`config.mk`:
```
export PLATFORM = sky130hd
export DESIGN_NAME = ttacc_mul
export DESIGN_NICKNAME = d
export VERILOG_FILES = /design/src/sv/ttacc_pkg.sv /design/src/sv/ttacc_mul.sv
export SDC_FILE = /design/constraint.sdc
export NUM_CORES = 2
export LEC_CHECK = 0
export BUFFER_PORTS_ARGS = -buffer_cell sky130_fd_sc_hd__buf_2
export CORE_MARGIN = 10
export CORE_UTILIZATION = 40
export CTS_CLUSTER_DIAMETER = 60
export DETAILED_ROUTE_END_ITERATION = 6
export GPL_TIMING_DRIVEN = 0
export MAX_ROUTING_LAYER = met4
export PLACE_DENSITY = 0.52
export SLEW_MARGIN = 30
export SYNTH_ARGS = -nofsm -noshare
export SYNTH_HDL_FRONTEND = slang
export SYNTH_SLANG_ARGS = --single-unit
export TNS_END_PERCENT = 100
```
`constraint.sdc`:
```
create_clock -name clk -period 28 [get_ports clk]
set_input_delay 5.6 -clock clk [delete_from_list [all_inputs] [get_ports clk]]
set_output_delay 5.6 -clock clk [all_outputs]
set_load 0.005 [all_outputs]
```
`src/sv/ttacc_pkg.sv`:
```
// shared types, constants and helpers of the triangle tangent accumulator
package ttacc_pkg;

  localparam int unsigned DATA_W  = 32;
  localparam int unsigned TALLY_W = 16;
  localparam int unsigned IDX_W   = 10;
  localparam int unsigned WIDE_W  = 64;
  localparam int unsigned MUL_W   = DATA_W + 1;
  localparam int unsigned PROD_W  = 2 * MUL_W;
  // reciprocal numerator is 1.0 in q16.16 over a q32.32 determinant, i.e. 2^48
  localparam int unsigned RECIP_SHIFT = 48;
  localparam int unsigned QUOT_W      = RECIP_SHIFT + 1;

  localparam logic [1:0] MODE_LOAD = 2'd0;
  localparam logic [1:0] MODE_TRI  = 2'd1;
  localparam logic [1:0] MODE_READ = 2'd2;

  localparam logic [TALLY_W-1:0] TALLY_MAX = '1;

  typedef enum logic [4:0] {
    ST_CLEAR,
    ST_IDLE,
    ST_LOAD,
    ST_READ,
    ST_READ_CAP,
    ST_RD_A,
    ST_RD_B,
    ST_RD_C,
    ST_CAP_C,
    ST_DELTA,
    ST_MUL,
    ST_CHECK,
    ST_DIV,
    ST_RECIP,
    ST_SCALE,
    ST_ACC_RD,
    ST_ACC_WR,
    ST_DONE
  } state_t;

  typedef struct packed {
    logic              sat;
    logic [DATA_W-1:0] val;
  } clip_t;

  typedef struct packed {
    logic [2:0][DATA_W-1:0] tan;
    logic [TALLY_W-1:0]     tally;
  } acc_t;

  // 33-bit signed value clipped to 32 bits
  function automatic clip_t clip33(input logic [DATA_W:0] v);
    clip_t c;
    c.sat = (v[DATA_W] != v[DATA_W-1]);
    if (c.sat) begin
      c.val = v[DATA_W] ? {1'b1, {(DATA_W-1){1'b0}}} : {1'b0, {(DATA_W-1){1'b1}}};
    end else begin
      c.val = v[DATA_W-1:0];
    end
    return c;
  endfunction

  // magnitude with a sign applied, clipped to the signed 32-bit range
  function automatic clip_t sign_clip(input logic [WIDE_W-1:0] m, input logic neg);
    clip_t c;
    if (neg) begin
      c.sat = (m > {{(WIDE_W-DATA_W){1'b0}}, 1'b1, {(DATA_W-1){1'b0}}});
      c.val = c.sat ? {1'b1, {(DATA_W-1){1'b0}}} : (~m[DATA_W-1:0] + 1'b1);
    end else begin
      c.sat = (m > {{(WIDE_W-DATA_W+1){1'b0}}, {(DATA_W-1){1'b1}}});
      c.val = c.sat ? {1'b0, {(DATA_W-1){1'b1}}} : m[DATA_W-1:0];
    end
    return c;
  endfunction

endpackage

```
`src/sv/ttacc_mul.sv`:
```
// shared signed multiplier with a registered product
module ttacc_mul (
  input  logic                                 clk,
  input  logic signed [ttacc_pkg::MUL_W-1:0]   op_a,
  input  logic signed [ttacc_pkg::MUL_W-1:0]   op_b,
  output logic signed [ttacc_pkg::PROD_W-1:0]  prod
);

  always_ff @(posedge clk) begin
    prod <= op_a * op_b;
  end

endmodule

```
Word-level counts from Yosys, hierarchy flattened --
Index checks and enable logic that the tools add are counted.
Storage, ports and cells: register bits after elaboration 66, bits of input ports 67, output and inout bits 66, logic and storage cells 2
Operators by class: $mul 1
Operators with widths (number):
- 33-bit by 33-bit multiplier with 66-bit output | 1

Longest topological paths before layout --
depth after elaboration 1, mapped depth 27, mapped depth without buffers 26

Worst setup path after synthesis --
OpenSTA, ideal clock, no wires.
path kind input -> register, start input op_a[32] (netlist name), end register prod[62] (netlist name), setup time 0.079 ns, arrival 12.757 ns, data required time 27.921 ns, path slack 15.164 ns, stages on the path 23, path buffers 2, cell sequence clkbuf_1 nand2_1 inv_1 fa_1 fa_1 fa_1 fa_1 fa_1 fa_1 fa_1 inv_1 fa_1 inv_1 ha_1 clkbuf_1 and3_1 nand3_1 nand2b_1 a2111oi_4 a211oi_4 a21o_2 a21o_1 a211oi_2
Between the ends: longest elaborated chain between the ends 1
Ends and longest elaborated chain:
- from (decl) | line ttacc_mul.sv:4 | input logic signed [ttacc_pkg::MUL_W-1:0] op_a,
- 33-bit by 33-bit multiplier with 66-bit output | line ttacc_mul.sv:10 | prod <= op_a * op_b;
- to (signal assigned) | line ttacc_mul.sv:10
- to (decl) | line ttacc_mul.sv:6 | output logic signed [ttacc_pkg::PROD_W-1:0] prod
Every way passes these cells.

Worst setup path in the final report --
start input op_b[2] (netlist name), end register prod[58] (netlist name)
Between the ends: longest elaborated chain between the ends 1
Ends and longest elaborated chain:
- from (decl) | line ttacc_mul.sv:5 | input logic signed [ttacc_pkg::MUL_W-1:0] op_b,
- 33-bit by 33-bit multiplier with 66-bit output | line ttacc_mul.sv:10
Every way passes these cells.

==> results.yml <==
outcome:
  status: "complete, no violations"
worst_setup_path:
  cp.required_ns: 28.28
  critical_path_arrival_ns: 14.98
  crit_type: "input pin to flop"
  crit_path_max_fanout: 17
  endpoint_kind: "flop"
  start_kind: "input pin"
placement:
  portBuffers: 132
  gp_congestion: 1.021
  hpwlAfterDp_um: 131000
  place_area_mm2: 0.04317
yosys:
  synth_edf_count: 0
  netlist_area_mm2: 0.04073
  syn_area_per_cell_um2: 9.390
  synthTopCellsByArea: "fa_1, inv_1, and2_1, ha_1, nand2_1"
  synth.distinct_cells: 80
  yosys.area.top_type_share_pct: 56.27
  yosysSeqAreaShare_pct: 3.244
  netlist_instances: 4338
  ys_warn_count: 0
  post-synth-top-area-cell: "fa_1"
  synth_nets: 5767
  async_flop_share_pct: 0
  ys.flop_type: "dfxtp_1"
  ys_seq_elements: 66
drt:
  post_drt_wl_per_cell_um: 26.21
  via_per_inst: 5.173
  drtIter0Drc: 2359
  drc: 0
  ant_nets: 0
  dr.pass1.iters: 7
  routed_wl_um: 153900
  vias: 30370
finish:
  regMostFlops: "prod"
  nNetsFinal: 5913
  ff_latch_area_mm2: 0.001321
  area_growth_pct: 6.825
  design_area_mm2: 0.04351
  reg_top3: "prod (66)"
  multi_input_area_mm2: 0.03433
  final_layout_size_suffix_gt1_share_pct: 5.235
  largest_reg_flops: 66
  fillCellCount: 10130
clock_network:
  clockBufferDepth: 2
  htreeDepth: 3
  cts_resized: 0
  clkTransAtPathRegs_ns: 0.08
  postCtsHoldBufs: 0
  postCtsSetupBuffers: 0
  cts.sinks: 66
  cts_buffers: 9
  cts_tree: "done"
  cts-root-buf: "clkbuf_16"
timing:
  timing.final.crit_period_ns: 14.70
  setup_viol: 0
  fin_crit_sh_pct: 52.49
  timing.fmax_ghz: 0.06804
  slew-limit-headroom_pct: 23.02
  tightest_slew_ns: 1.155
  rsz0062_at_grt: "false"
  maxSlewViolCount: 0
  finalSetupTns_ns: 0
  hold_violations: 0
die:
  die_height_um: 339.1
  die-area_mm2: 0.1150
  die_x_um: 339.1
  initial_utilization_pct: 40.50
  ioPinCount: 133
  std_cell_rows: 116
  coreArea_mm2: 0.1006
global_routing:
  first_global_vias: 32890
  antenna_found_initial: 30
  grt_max_degree: 23
  track_usage_pct: 28.15
  grt_pass1_wl_um: 227700
  grt-ovfl-total: 0
job:
  cap_violations: 0
min_path:
  hp-class: "input pin to flop"
## through the flow
step	hold slack [ns]	worst slack, ns	std cells	utilization [%]
after floorplan	5.727	15.16	4338	-
after global placement	5.982	12.18	5827	42.84
after detailed placement	5.979	12.92	5830	42.92
after CTS	5.536	13.33	5846	43.19
after global routing	5.582	13.05	5860	43.24
final	5.587	13.30	5871	43.26
## critical path, cell delays in order
cell and delay, ns:
buf_2 0.18, clkbuf_1 0.80, and2_1 0.37, fa_1 0.58, fa_1 0.65, fa_2 0.62
fa_2 1.01, fa_1 0.55, fa_1 0.53, fa_1 0.50, inv_1 0.05, fa_1 0.48
inv_1 0.06, ha_1 0.26, clkbuf_1 0.23, and3_1 0.26, nand3_1 0.16, nand2b_1 0.43
nor2_1 0.27, a211oi_4 0.76, a21oi_2 0.20, nor4b_2 0.29, a311oi_1 0.09
## cells in the final DEF (no fill, tap or decap), types with 4 or more instances in the layout
cell type	synthesis	layout
clkbuf_2	0	31
o21ai_0	25	25
and3_1	5	5
a21oi_1	57	56
nand2b_1	12	12
fa_1	1145	1143
ha_1	217	217
o21bai_1	11	11
a211oi_1	7	7
o21a_1	6	6
and4_1	5	5
a21o_1	36	36
nand2_1	551	551
dfxtp_1	66	66
nand4_1	11	11
nor3_1	7	6
o211ai_1	4	4
nand3_1	25	25
clkbuf_16	0	9
and2_1	562	562
nor2_1	68	68
a211o_1	6	6
xor2_1	25	25
xnor2_1	43	43
o21ai_1	6	6
a21oi_2	3	4
inv_1	1131	1131
a31oi_1	8	8
buf_2	11	143
clkbuf_1	208	177
nor2b_1	5	5
diode_2	0	25
## path summary, 6_finish.rpt
kind	from	to	slack [ns]	cells past startpoint
setup / recovery	op_b[2]	prod[58]	13.30	23
hold / removal	op_a[0]	prod[0]	5.59	2
## cells in the mapped netlist, types with 4 or more instances
| cell | count |
|---|---|
| nand2_1 | 551 |
| xor2_1 | 25 |
| o21ai_0 | 25 |
| a21oi_1 | 57 |
| and2_1 | 562 |
| a21o_1 | 36 |
| fa_1 | 1145 |
| xnor2_1 | 43 |
| ha_1 | 217 |
| and4_1 | 5 |
| nor2_1 | 68 |
| nand3_1 | 25 |
| a211o_1 | 6 |
| o21ai_1 | 6 |
| nor3_1 | 7 |
| nor2b_1 | 5 |
| a211oi_1 | 7 |
| o21a_1 | 6 |
| o211ai_1 | 4 |
| buf_2 | 11 |
| and3_1 | 5 |
| nand4_1 | 11 |
| dfxtp_1 | 66 |
| a31oi_1 | 8 |
| clkbuf_1 | 208 |
| o21bai_1 | 11 |
| inv_1 | 1131 |
| nand2b_1 | 12 |
## metal layers
| metal | GRT usage, % | up-vias | share of wire, % | wire length (um) |
|---|---|---|---|---|
| met5 | - | - | 0 | 0 |
| met4 | 11.68 | 0 | 4.9 | 7567 |
| met3 | 5.657 | 292 | 9.3 | 14290 |
| met2 | 42.74 | 1348 | 46 | 70060 |
| met1 | 36.58 | 16060 | 40 | 61980 |
| li1 | - | 12670 | - | - |
## cell type report
class | instances | share of cell area (%)
clock buffers | 9 | 0.5176
flip-flops and latches | 66 | 3.036
repair buffers | 135 | 1.599
clock inverters | 7 | 0.1064
plain buffers | 221 | 2.044
diodes | 25 | 0.1438
inverters | 1131 | 9.756
multi-input cells | 2920 | 78.89
well taps | 1357 | 3.902
## cells by family after synthesis
kind of cell               Yosys count  synth area share [%]
adders and majority gates         1362                 62.94
xor gates and xnor gates            68                 1.462
AOI/OAI and AO/OA                  219                 4.067
and+or+nand+nor                   1271                 15.78
DFF                                 66                 3.244
buffers and inverters             1352                 12.51
Power is not shown: default switching activity piles up to over one toggle a cycle in this logic, so the estimate is an artifact.
