### src/sv/ttacc_pkg.sv
// shared types, constants and helpers of the triangle tangent accumulator
package ttacc_pkg;

  localparam int unsigned DATA_W  = 32;
  localparam int unsigned TALLY_W = 16;
  localparam int unsigned IDX_W   = 10;
  localparam int unsigned WIDE_W  = 64;
  localparam int unsigned MUL_W   = DATA_W + 1;
  localparam int unsigned PROD_W  = 2 * MUL_W;
  // reciprocal numerator is 1.0 in q16.16 over a q32.32 determinant, i.e. 2^48
  localparam int unsigned RECIP_SHIFT = 48;
  localparam int unsigned QUOT_W      = RECIP_SHIFT + 1;

  localparam logic [1:0] MODE_LOAD = 2'd0;
  localparam logic [1:0] MODE_TRI  = 2'd1;
  localparam logic [1:0] MODE_READ = 2'd2;

  localparam logic [TALLY_W-1:0] TALLY_MAX = '1;

  typedef enum logic [4:0] {
    ST_CLEAR,
    ST_IDLE,
    ST_LOAD,
    ST_READ,
    ST_READ_CAP,
    ST_RD_A,
    ST_RD_B,
    ST_RD_C,
    ST_CAP_C,
    ST_DELTA,
    ST_MUL,
    ST_CHECK,
    ST_DIV,
    ST_RECIP,
    ST_SCALE,
    ST_ACC_RD,
    ST_ACC_WR,
    ST_DONE
  } state_t;

  typedef struct packed {
    logic              sat;
    logic [DATA_W-1:0] val;
  } clip_t;

  typedef struct packed {
    logic [2:0][DATA_W-1:0] tan;
    logic [TALLY_W-1:0]     tally;
  } acc_t;

  // 33-bit signed value clipped to 32 bits
  function automatic clip_t clip33(input logic [DATA_W:0] v);
    clip_t c;
    c.sat = (v[DATA_W] != v[DATA_W-1]);
    if (c.sat) begin
      c.val = v[DATA_W] ? {1'b1, {(DATA_W-1){1'b0}}} : {1'b0, {(DATA_W-1){1'b1}}};
    end else begin
      c.val = v[DATA_W-1:0];
    end
    return c;
  endfunction

  // magnitude with a sign applied, clipped to the signed 32-bit range
  function automatic clip_t sign_clip(input logic [WIDE_W-1:0] m, input logic neg);
    clip_t c;
    if (neg) begin
      c.sat = (m > {{(WIDE_W-DATA_W){1'b0}}, 1'b1, {(DATA_W-1){1'b0}}});
      c.val = c.sat ? {1'b1, {(DATA_W-1){1'b0}}} : (~m[DATA_W-1:0] + 1'b1);
    end else begin
      c.sat = (m > {{(WIDE_W-DATA_W+1){1'b0}}, {(DATA_W-1){1'b1}}});
      c.val = c.sat ? {1'b0, {(DATA_W-1){1'b1}}} : m[DATA_W-1:0];
    end
    return c;
  endfunction

endpackage

### src/sv/ttacc_div.sv
// restoring divider, one quotient bit a cycle, of 2^48 by a 64-bit magnitude
module ttacc_div (
  input  logic                               clk,
  input  logic                               rst,
  input  logic                               start,
  input  logic [ttacc_pkg::WIDE_W-1:0]       divisor,
  output logic                               done,
  output logic [ttacc_pkg::QUOT_W-1:0]       quot
);

  localparam int unsigned CNT_W = $clog2(ttacc_pkg::QUOT_W);

  logic                          busy;
  logic [CNT_W-1:0]              bit_cnt;
  logic [ttacc_pkg::WIDE_W-1:0]  rem;
  logic [ttacc_pkg::WIDE_W-1:0]  dvs;
  logic [ttacc_pkg::WIDE_W:0]    shifted;
  logic [ttacc_pkg::WIDE_W:0]    diff;
  logic                          ge;

  always_comb begin
    shifted = {rem, (bit_cnt == CNT_W'(ttacc_pkg::QUOT_W - 1))};
    diff    = shifted - {1'b0, dvs};
    ge      = (shifted >= {1'b0, dvs});
  end

  always_ff @(posedge clk) begin
    if (rst) begin
      busy <= 1'b0;
      done <= 1'b0;
    end else begin
      done <= 1'b0;
      if (start) begin
        busy <= 1'b1;
      end else if (busy && bit_cnt == '0) begin
        busy <= 1'b0;
        done <= 1'b1;
      end
    end
  end

  always_ff @(posedge clk) begin
    if (start) begin
      rem     <= '0;
      quot    <= '0;
      dvs     <= divisor;
      bit_cnt <= CNT_W'(ttacc_pkg::QUOT_W - 1);
    end else if (busy) begin
      rem     <= ge ? diff[ttacc_pkg::WIDE_W-1:0] : shifted[ttacc_pkg::WIDE_W-1:0];
      quot    <= {quot[ttacc_pkg::QUOT_W-2:0], ge};
      bit_cnt <= bit_cnt - 1'b1;
    end
  end

endmodule

### config.mk
export PLATFORM = sky130hd
export DESIGN_NAME = ttacc_div
export DESIGN_NICKNAME = d
export VERILOG_FILES = /design/src/sv/ttacc_pkg.sv /design/src/sv/ttacc_div.sv
export SDC_FILE = /design/constraint.sdc
export NUM_CORES = 1
export LEC_CHECK = 0
export ABC_AREA = 1
export BUFFER_PORTS_ARGS = -buffer_cell sky130_fd_sc_hd__buf_4
export CAP_MARGIN = 20
export CORE_MARGIN = 3
export CORE_UTILIZATION = 35
export DETAILED_ROUTE_END_ITERATION = 12
export PLACE_DENSITY_LB_ADDON = 0.1
export REMOVE_ABC_BUFFERS = 1
export SLEW_MARGIN = 20
export SYNTH_ARGS = -nofsm -noshare
export SYNTH_HDL_FRONTEND = slang
export SYNTH_SLANG_ARGS = --single-unit
### constraint.sdc
create_clock -name clk -period 3.47 [get_ports clk]
set_clock_uncertainty 0.1 [all_clocks]
set_input_delay 0.347 -clock clk [delete_from_list [all_inputs] [get_ports clk]]
set_output_delay 0.347 -clock clk [all_outputs]
set_load 0.05 [all_outputs]
# Word-level counts from Yosys, hierarchy flattened
# Cells that the tools add are included.
# totals
register_bits	185
input_bits	67
output_inout_bits	50
word_cells	18
# op_classes
add_sub_neg	2
magnitude_cmp	1
eq_ne	1
muxes	4
n_reduce_logical	4
# ops
op	count
greater-or-equal comparator 65 x 64 -> 1 bit	1
2-to-1 mux 64 bit	1
subtractor 64 bit	1
equality test 6 bit, second input constant	1
zero test 6 bit	1
subtractor 6 x 1 -> 6 bit, second input constant	1
2-to-1 mux 1 bit	3
nonzero test 2 bit	1
OR reduction 2 bit	1
logical AND 1 bit	1

# Logic depth before layout (Yosys ltp)
# Gate-level depths: netlist of the first run.
# logic_depth
depth_word	4
mapped_depth	20
mapped_depth_nobuf	20

# Worst setup path before layout of the first run
# Ideal clock, no wire load.
# synth_timing
kind	reg-to-reg
start	register bit_cnt[0]
end	register rem[18] in the netlist's numbering
setup_ps	113
arrival_ps	2304
required_time_ps	3257
slack_ps	953
stages_incl_launch_ff	17
n_path_buf	0
synth_period_minus_slack_ps	2517
cell_sequence	dfxtp_1 > inv_1 > ha_1 > nor3b_1 > nand3_1 > ha_1 > inv_1 > fa_1 > nand3_1 > nand3_1 > nand2_1 > nand2_1 > nand2_1 > nand2_1 > or2_2 > nand4_1 > nand2_1
# synth_between
elab_chain_len	3
word_cells_on_any_way	4
classes_between	add/sub: 1; order compare: 1; eq/ne: 1; mux: 1
# synth_rtl
item	line	text
start, declared	ttacc_div.sv:14	logic [CNT_W-1:0] bit_cnt;
start signal, assigned	ttacc_div.sv:47	bit_cnt <= CNT_W'(ttacc_pkg::QUOT_W - 1);
start signal, assigned	ttacc_div.sv:51	bit_cnt <= bit_cnt - 1'b1;
equality test 6 bit (*)	ttacc_div.sv:22	shifted = {rem, (bit_cnt == CNT_W'(ttacc_pkg::QUOT_W - 1))};
subtractor 64 bit or greater-or-equal comparator 65 x 64 -> 1 bit (tied branches)	ttacc_div.sv:23, ttacc_div.sv:24	
2-to-1 mux 64 bit (*)	ttacc_div.sv:49	rem <= ge ? diff[ttacc_pkg::WIDE_W-1:0] : shifted[ttacc_pkg::WIDE_W-1:0];
end signal, assigned	ttacc_div.sv:49	
end, declared	ttacc_div.sv:15	logic [ttacc_pkg::WIDE_W-1:0] rem;
# Mark *: on every way between the ends. The rest lies on a longest branch, timed or not.
# A chain may end at the register's enable or synchronous reset.

# Final worst setup path of the first run
# layout_timing
start	register bit_cnt[1]
end	register rem[56] in the netlist's numbering
# The elaborated chain is that of the path after synthesis.

==> results of run 1 <==
==> worst paths after layout <==
kind         slack, ns    endpoint        from
min               0.19     rem[58]       start
min reg2reg       0.37  bit_cnt[0]  bit_cnt[0]
max               0.35     rem[56]  bit_cnt[1]
max reg2reg       0.35     rem[56]  bit_cnt[1]
==> repair_timing <==
item                                   CTS  global route
setup endpoints to repair                0             5
hold buffers                            65             0
resized for setup                        0             4
endpoints found under the hold margin   66             0
==> metrics by stage <==
step	cell area, sq um	cells
2_1_floorplan	12800	2023
3_3_place_gp	14400	2625
3_5_place_dp	14400	2625
4_1_cts	15700	2722
5_1_grt	15700	2722
6_report	15700	2722
==> worst max-delay path, stage by stage, from the launching register on <==
cell and delay (ns):
dfxtp_1 0.35, inv_1 0.06, ha_1 0.16, nor3b_2 0.16, nand3_1 0.11, ha_1 0.16, inv_1 0.08, fa_1 0.43
nand2_1 0.09, nand3_1 0.16, nand2_1 0.10, nand2_1 0.13, nand2_1 0.09, nand3_1 0.19, nand2_1 0.21, nand3_1 0.09
nand2_1 0.06, nand3_1 0.09, nand2_1 0.10, a21oi_1 0.06
==> cell type report <==
class / instances / area, sq um / share of cell area (%)
inverters: 378 / 1420 / 9.03
multi-input cells: 1460 / 7070 / 44.9
well taps: 468 / 586 / 3.72
clock buffers: 19 / 464 / 2.95
repair buffers: 199 / 1680 / 10.7
clock inverters: 13 / 171 / 1.09
flip-flops and latches: 185 / 4350 / 27.6
==> synthesized netlist by cell type (all sizes together) <==
cell type	number
clkinv	2
edfxtp	64
inv	376
a31oi	7
o21bai	11
nand2	798
clkbuf	30
a21oi	90
xnor2	17
and2	1
ha	66
buf	20
o21ai	67
nand4	19
nor2	216
nand3b	18
nor4	3
nor3	12
nand3	101
and3	2
or2	5
dfxtp	121
nor3b	1
a21o	1
xor2	23
o21a	1
fa	1
==> routing by layer <==
layer	share of wire, %	routed length (microns)
met1	48	20500
met4	2.5	1060
met2	45	19000
met5	0	0
met3	4.4	1840
==> registers in the layout, indices dropped and copies added, names as in the netlist <==
register,flops
bit_cnt,6
busy,1
done,1
dvs,64
quot,49
rem,64
==> kinds of logic after synthesis <==
| logic type | Yosys count | synth area share [%] |
|---|---|---|
| xor gates and xnor gates | 40 | 2.68 |
| DFF | 185 | 33.2 |
| AOI/OAI and AO/OA | 177 | 7.09 |
| and+or+nand+nor | 1176 | 37.7 |
| adders and majority gates | 67 | 6.47 |
| buffers and inverters | 428 | 12.8 |
==> power breakdown <==
group / internal [mW] / switching [mW]
Sequential: 2.36 / 0.0613
Combinational: 0.342 / 0.637
Clock: 1.10 / 1.00
Total: 3.80 / 1.70
==> qor.yml, run 1 <==
tritoncts: "built"
synth_area_leader_cell: "nand2_1"
post-dp-hpwl_mm: 33.1
gp_congestion: 0.962
totalWireLength_mm: 42.3
root_buffer: "clkbuf_16"
die_area_sq_um: 39700
r2r_cells: 19
crit_path_end_kind: "flip-flop"
ys_seq_area_share_pct: 33.2
crit_required_ns: 3.69
syn2layout_area_growth_pct: 20.4
synth_top_area_share_pct: 22.3
first_global_vias: 12600
cellPowerDensity_nw_per_um2: 350
antenna_found_initial: 0
fillers: 3967
grt_overflow: 0
use_met2_pct: 35.4
fin_hold_ws_ns: 0.186
mostFrequentLayoutCell: "nand2_1"
clock_latency_ns: 0.46
fp-row-count: 70
vias_per_cell: 4.66
grt_util_met1_pct: 29.4
wire_per_inst_microns: 15.6
cp_data_arrival_time_ns: 3.35
portBuffers: 116
crit_fanout: 5
ys_ff_latch: 185
status: "finished, final reports clean"
ioPinCount: 117
grt_util_met3_pct: 4.23
cts_buffer_depth: 2
min_path_cells: 2
netlist_area_sq_um: 13100
finalHoldViolCount: 0
relSlewSlack_pct: 41.7
layout_min_cycle_time_ns: 3.12
power_mw: 5.50
rsz0062_at_grt: "no"
cts_made_buffers: 17
setup_tns_ns: 0
synth_area_leaders: "nand2_1, dfxtp_1, edfxtp_1"
clk_pin_slew_worst_paths_ns: 0.09
dp_slack_ns: 0.218
diodes: 0
max_freq_mhz: 320
routed-via-count: 12700
start_kind: "flip-flop"
finalSetupViolations: 0
core_area_sq_um: 36700
grt_pass1_wl_mm: 67.2
layout_worst_path_cycle_share_pct: 90.0
postCtsSetupRepairBufs: 0
yosys_warnings: 0
synth.distinct_cells: 41
busiest_layer: "met2"
grt_util_all_layers_pct: 21.7
final_cell_mix: "nand2_1, inv_1, nor2_1"
worst_pin_slew_ns: 0.875
cap_violations: 0
layout_setup_ws_ns: 0.349
die_h_microns: 199
grt_max_degree: 108
hold_class: "in2reg"
htreeDepth: 4
first_iter_violations: 705
syn_avg_cell_area_sq_um: 6.31
dieWidth_microns: 199
finalNetCount: 2375
start_util_pct: 35.6
p_leak_nw: 8.50
drive_gt1_share_pct: 10.7
finish.utilization_pct: 42.9
drc: 0
irDropWorstVdd_mv: 0.376
critPathKind: "reg2reg"
slew_viol_final: 0
dr.pass1.iters: 5
ant_nets: 0
syn_inst: 2073
cts_sinks: 185
(Power assumes the default switching activity.)
==> run 2: changes to the inputs <==
--- a/config.mk
+++ b/config.mk
@@ -8,12 +8,15 @@
 export ABC_AREA = 1
 export BUFFER_PORTS_ARGS = -buffer_cell sky130_fd_sc_hd__buf_4
 export CAP_MARGIN = 20
+export CELL_PAD_IN_SITES_DETAIL_PLACEMENT = 1
+export CELL_PAD_IN_SITES_GLOBAL_PLACEMENT = 2
 export CORE_MARGIN = 3
-export CORE_UTILIZATION = 35
+export CORE_UTILIZATION = 33
+export CTS_CLUSTER_DIAMETER = 40
 export DETAILED_ROUTE_END_ITERATION = 12
 export PLACE_DENSITY_LB_ADDON = 0.1
 export REMOVE_ABC_BUFFERS = 1
-export SLEW_MARGIN = 20
+export SLEW_MARGIN = 30
 export SYNTH_ARGS = -nofsm -noshare
 export SYNTH_HDL_FRONTEND = slang
 export SYNTH_SLANG_ARGS = --single-unit
==> run 2 against run 1 <==
Net effect:
- non-clock buffer count is 1 lower
- fmax down 4.2%
- sequential power hardly changed
- global-route usage rose by 2.1 points
- wire length increased by 14%
- largest power group unchanged
- highest routed layer unchanged
- count of clock-buffer cells in the layout unchanged
- combinational power about the same
==> qor.yml, run 2 (synthesis results as in run 1) <==
status: "finished, final reports clean"  # unchanged
stdcell_count: 2772  # was 2,722
gp_congestion: 0.917  # was 0.962
layout_setup_ws_ns: 0.213  # was 0.349 ns
finalHoldViolCount: 0  # unchanged
die_area_sq_um: 42000  # was 39,700 sq um
dp_slack_ns: 0.0415  # was 0.218 ns
relSlewSlack_pct: 46.7  # was 41.7%
root_buffer: "clkbuf_16"  # unchanged
antenna_found_initial: 0  # unchanged
max_freq_mhz: 307  # was 320 MHz
worst_pin_slew_ns: 0.792  # was 0.875 ns
wire_per_inst_microns: 17.5  # was 15.6 microns
dpl.cell_count: 2674  # was 2,625
crit_slowest_cell: "fa_1"  # unchanged
core_area_sq_um: 38900  # was 36,700 sq um
syn2layout_area_growth_pct: 20.3  # was 20.4%
grt_overflow: 0  # unchanged
fin_hold_ws_ns: 0.290  # was 0.186 ns
crit_required_ns: 3.72  # was 3.69 ns
cap_violations: 0  # unchanged
crit_fanout: 5  # unchanged
totalWireLength_mm: 48.4  # was 42.3 mm
postCtsSetupRepairBufs: 0  # unchanged
dr.pass1.iters: 4  # was 5
die_h_microns: 205  # was 199 microns
grt_pass1_wl_mm: 76.4  # was 67.2 mm
grt_util_all_layers_pct: 23.8  # was 21.7%
slowest_delay_ns: 0.44  # was 0.43 ns
crit_path_frequent_cell: "nand2_1"  # unchanged
hold_class: "in2reg"  # unchanged
layout_min_cycle_time_ns: 3.26  # was 3.12 ns
finalNetCount: 2374  # was 2,375
top_regs: "dvs: 64 flops, rem: 64 flops, quot: 49 flops"  # unchanged
htreeDepth: 4  # unchanged
dieWidth_microns: 205  # was 199 microns
start_kind: "flip-flop"  # unchanged
first_iter_violations: 611  # was 705
finalSetupViolations: 0  # unchanged
clock_latency_ns: 0.50  # was 0.46 ns
reg2reg_slack_ns: 0.21  # was 0.35 ns
final_cell_mix: "nand2_1, inv_1, nor2_1"  # unchanged
post-dp-hpwl_mm: 38.2  # was 33.1 mm
layout_worst_path_cycle_share_pct: 93.9  # was 90.0%
fin_area_sq_um: 15700  # about the same
path_cells: "inv_1, ha_1, nor3b_2, nand3_1, ha_1, inv_1, fa_1, nand2_1, nand3_2, nand3_1, nand3_1, nand2_1, nand2_1, nand2_1, nand2_1, nand2_1, nand3_1, nand2_1, a21oi_1"  # was inv_1, ha_1, nor3b_2, nand3_1, ha_1, inv_1, fa_1, nand2_1, nand3_1, nand2_1, nand2_1, nand2_1, nand3_1, nand2_1, nand3_1, nand2_1, nand3_1, nand2_1, a21oi_1
portBuffers: 116  # unchanged
clk_pin_slew_worst_paths_ns: 0.08  # was 0.09 ns
routed-via-count: 13000  # was 12,700
irDropWorstVdd_mv: 0.318  # was 0.376 mV
cts_made_buffers: 17  # unchanged
cts_buffer_depth: 2  # unchanged
mostFrequentLayoutCell: "nand2_1"  # unchanged
drc: 0  # unchanged
place_area_sq_um: 14500  # was 14,400 sq um
p_leak_nw: 8.48  # was 8.50 nW
setup_tns_ns: 0  # unchanged
critPathKind: "reg2reg"  # unchanged
tritoncts: "built"  # unchanged
crit_path_end_kind: "flip-flop"  # unchanged
ant_nets: 0  # unchanged
grt_max_degree: 88  # was 108
start_util_pct: 33.6  # was 35.6%
vias_per_cell: 4.71  # was 4.66
cts_sinks: 185  # unchanged
ioPinCount: 117  # unchanged
fp-row-count: 72  # was 70
slew_viol_final: 0  # unchanged
drive_gt1_share_pct: 10.7  # about the same
cellPowerDensity_nw_per_um2: 346  # was 350 nW/um^2
cp_data_arrival_time_ns: 3.50  # was 3.35 ns
first_global_vias: 13400  # was 12,600
## run 2: changes by cell type in the layout (fill, tap and decap cells not counted), moves of 2 or more
cell	change
clkbuf_1	+2
clkinv_8	-4
inv_4	+2
nand3_1	-3
nand3_2	+3
## run 2: worst max-delay path, delay by kind of cell (launching register included)
| family | cells | cell delay (ns) |
|---|---|---|
| buf+inv | 2 | 0.16 |
| fa+ha+maj | 3 | 0.79 |
| compound gates | 1 | 0.06 |
| simple gates | 13 | 1.66 |
| flops | 1 | 0.33 |
## run 2: area by class of cell
cell class / instances / area [sq um]
Antenna cell: 1 / 2.50
Timing Repair Buffer: 198 / 1670
Clock inverter: 13 / 133
Sequential cell: 185 / 4350
Multi-Input combinational cell: 1460 / 7080
Fill cell: 5165 / 23200
Tap cell: 518 / 648
Clock buffer: 19 / 433
Inverter: 378 / 1420
## run 2: through the flow
stage,total power [mW],utilization [%]
after global routing,5.73,40.4
after global placement,3.41,37.2
after detailed placement,3.43,37.2
final,5.44,40.4
after floorplan,3.06,-
after CTS,5.53,40.3
## run 2: what timing repair did
| item | 4_1_cts | 5_1_grt |
|---|---|---|
| endpoints found under the hold margin | 66 | 0 |
| cloned | 0 | 0 |
| hold buffers | 65 | 0 |
| resized for setup | 1 | 6 |
| pin swaps | 0 | 0 |
| setup endpoints to repair | 1 | 10 |
## run 2: worst paths after layout
check                    end       start  cells after the start
setup reg to reg     rem[60]  bit_cnt[0]                     19
hold / removal          done       start                      4
hold reg to reg   bit_cnt[0]  bit_cnt[0]                      2
setup / recovery     rem[60]  bit_cnt[0]                     19
## run 2: metal layers
layer | up-vias | track usage (%) | wire length (microns)
met3 | 41 | 3.67 | 1420
li1 | 6672 | - | -
met5 | - | 0 | 0
met2 | 175 | 39.3 | 22700
met1 | 6158 | 32.2 | 23500
met4 | 0 | 6.86 | 861
## run 2: power by group
group,total (mW),internal [mW],switching (mW),leakage [nW]
sequential,2.42,2.36,0.0617,1.61
clock,2.00,1.01,0.990,0.278
combinational,1.01,0.342,0.670,6.58
total,5.44,3.71,1.72,8.48
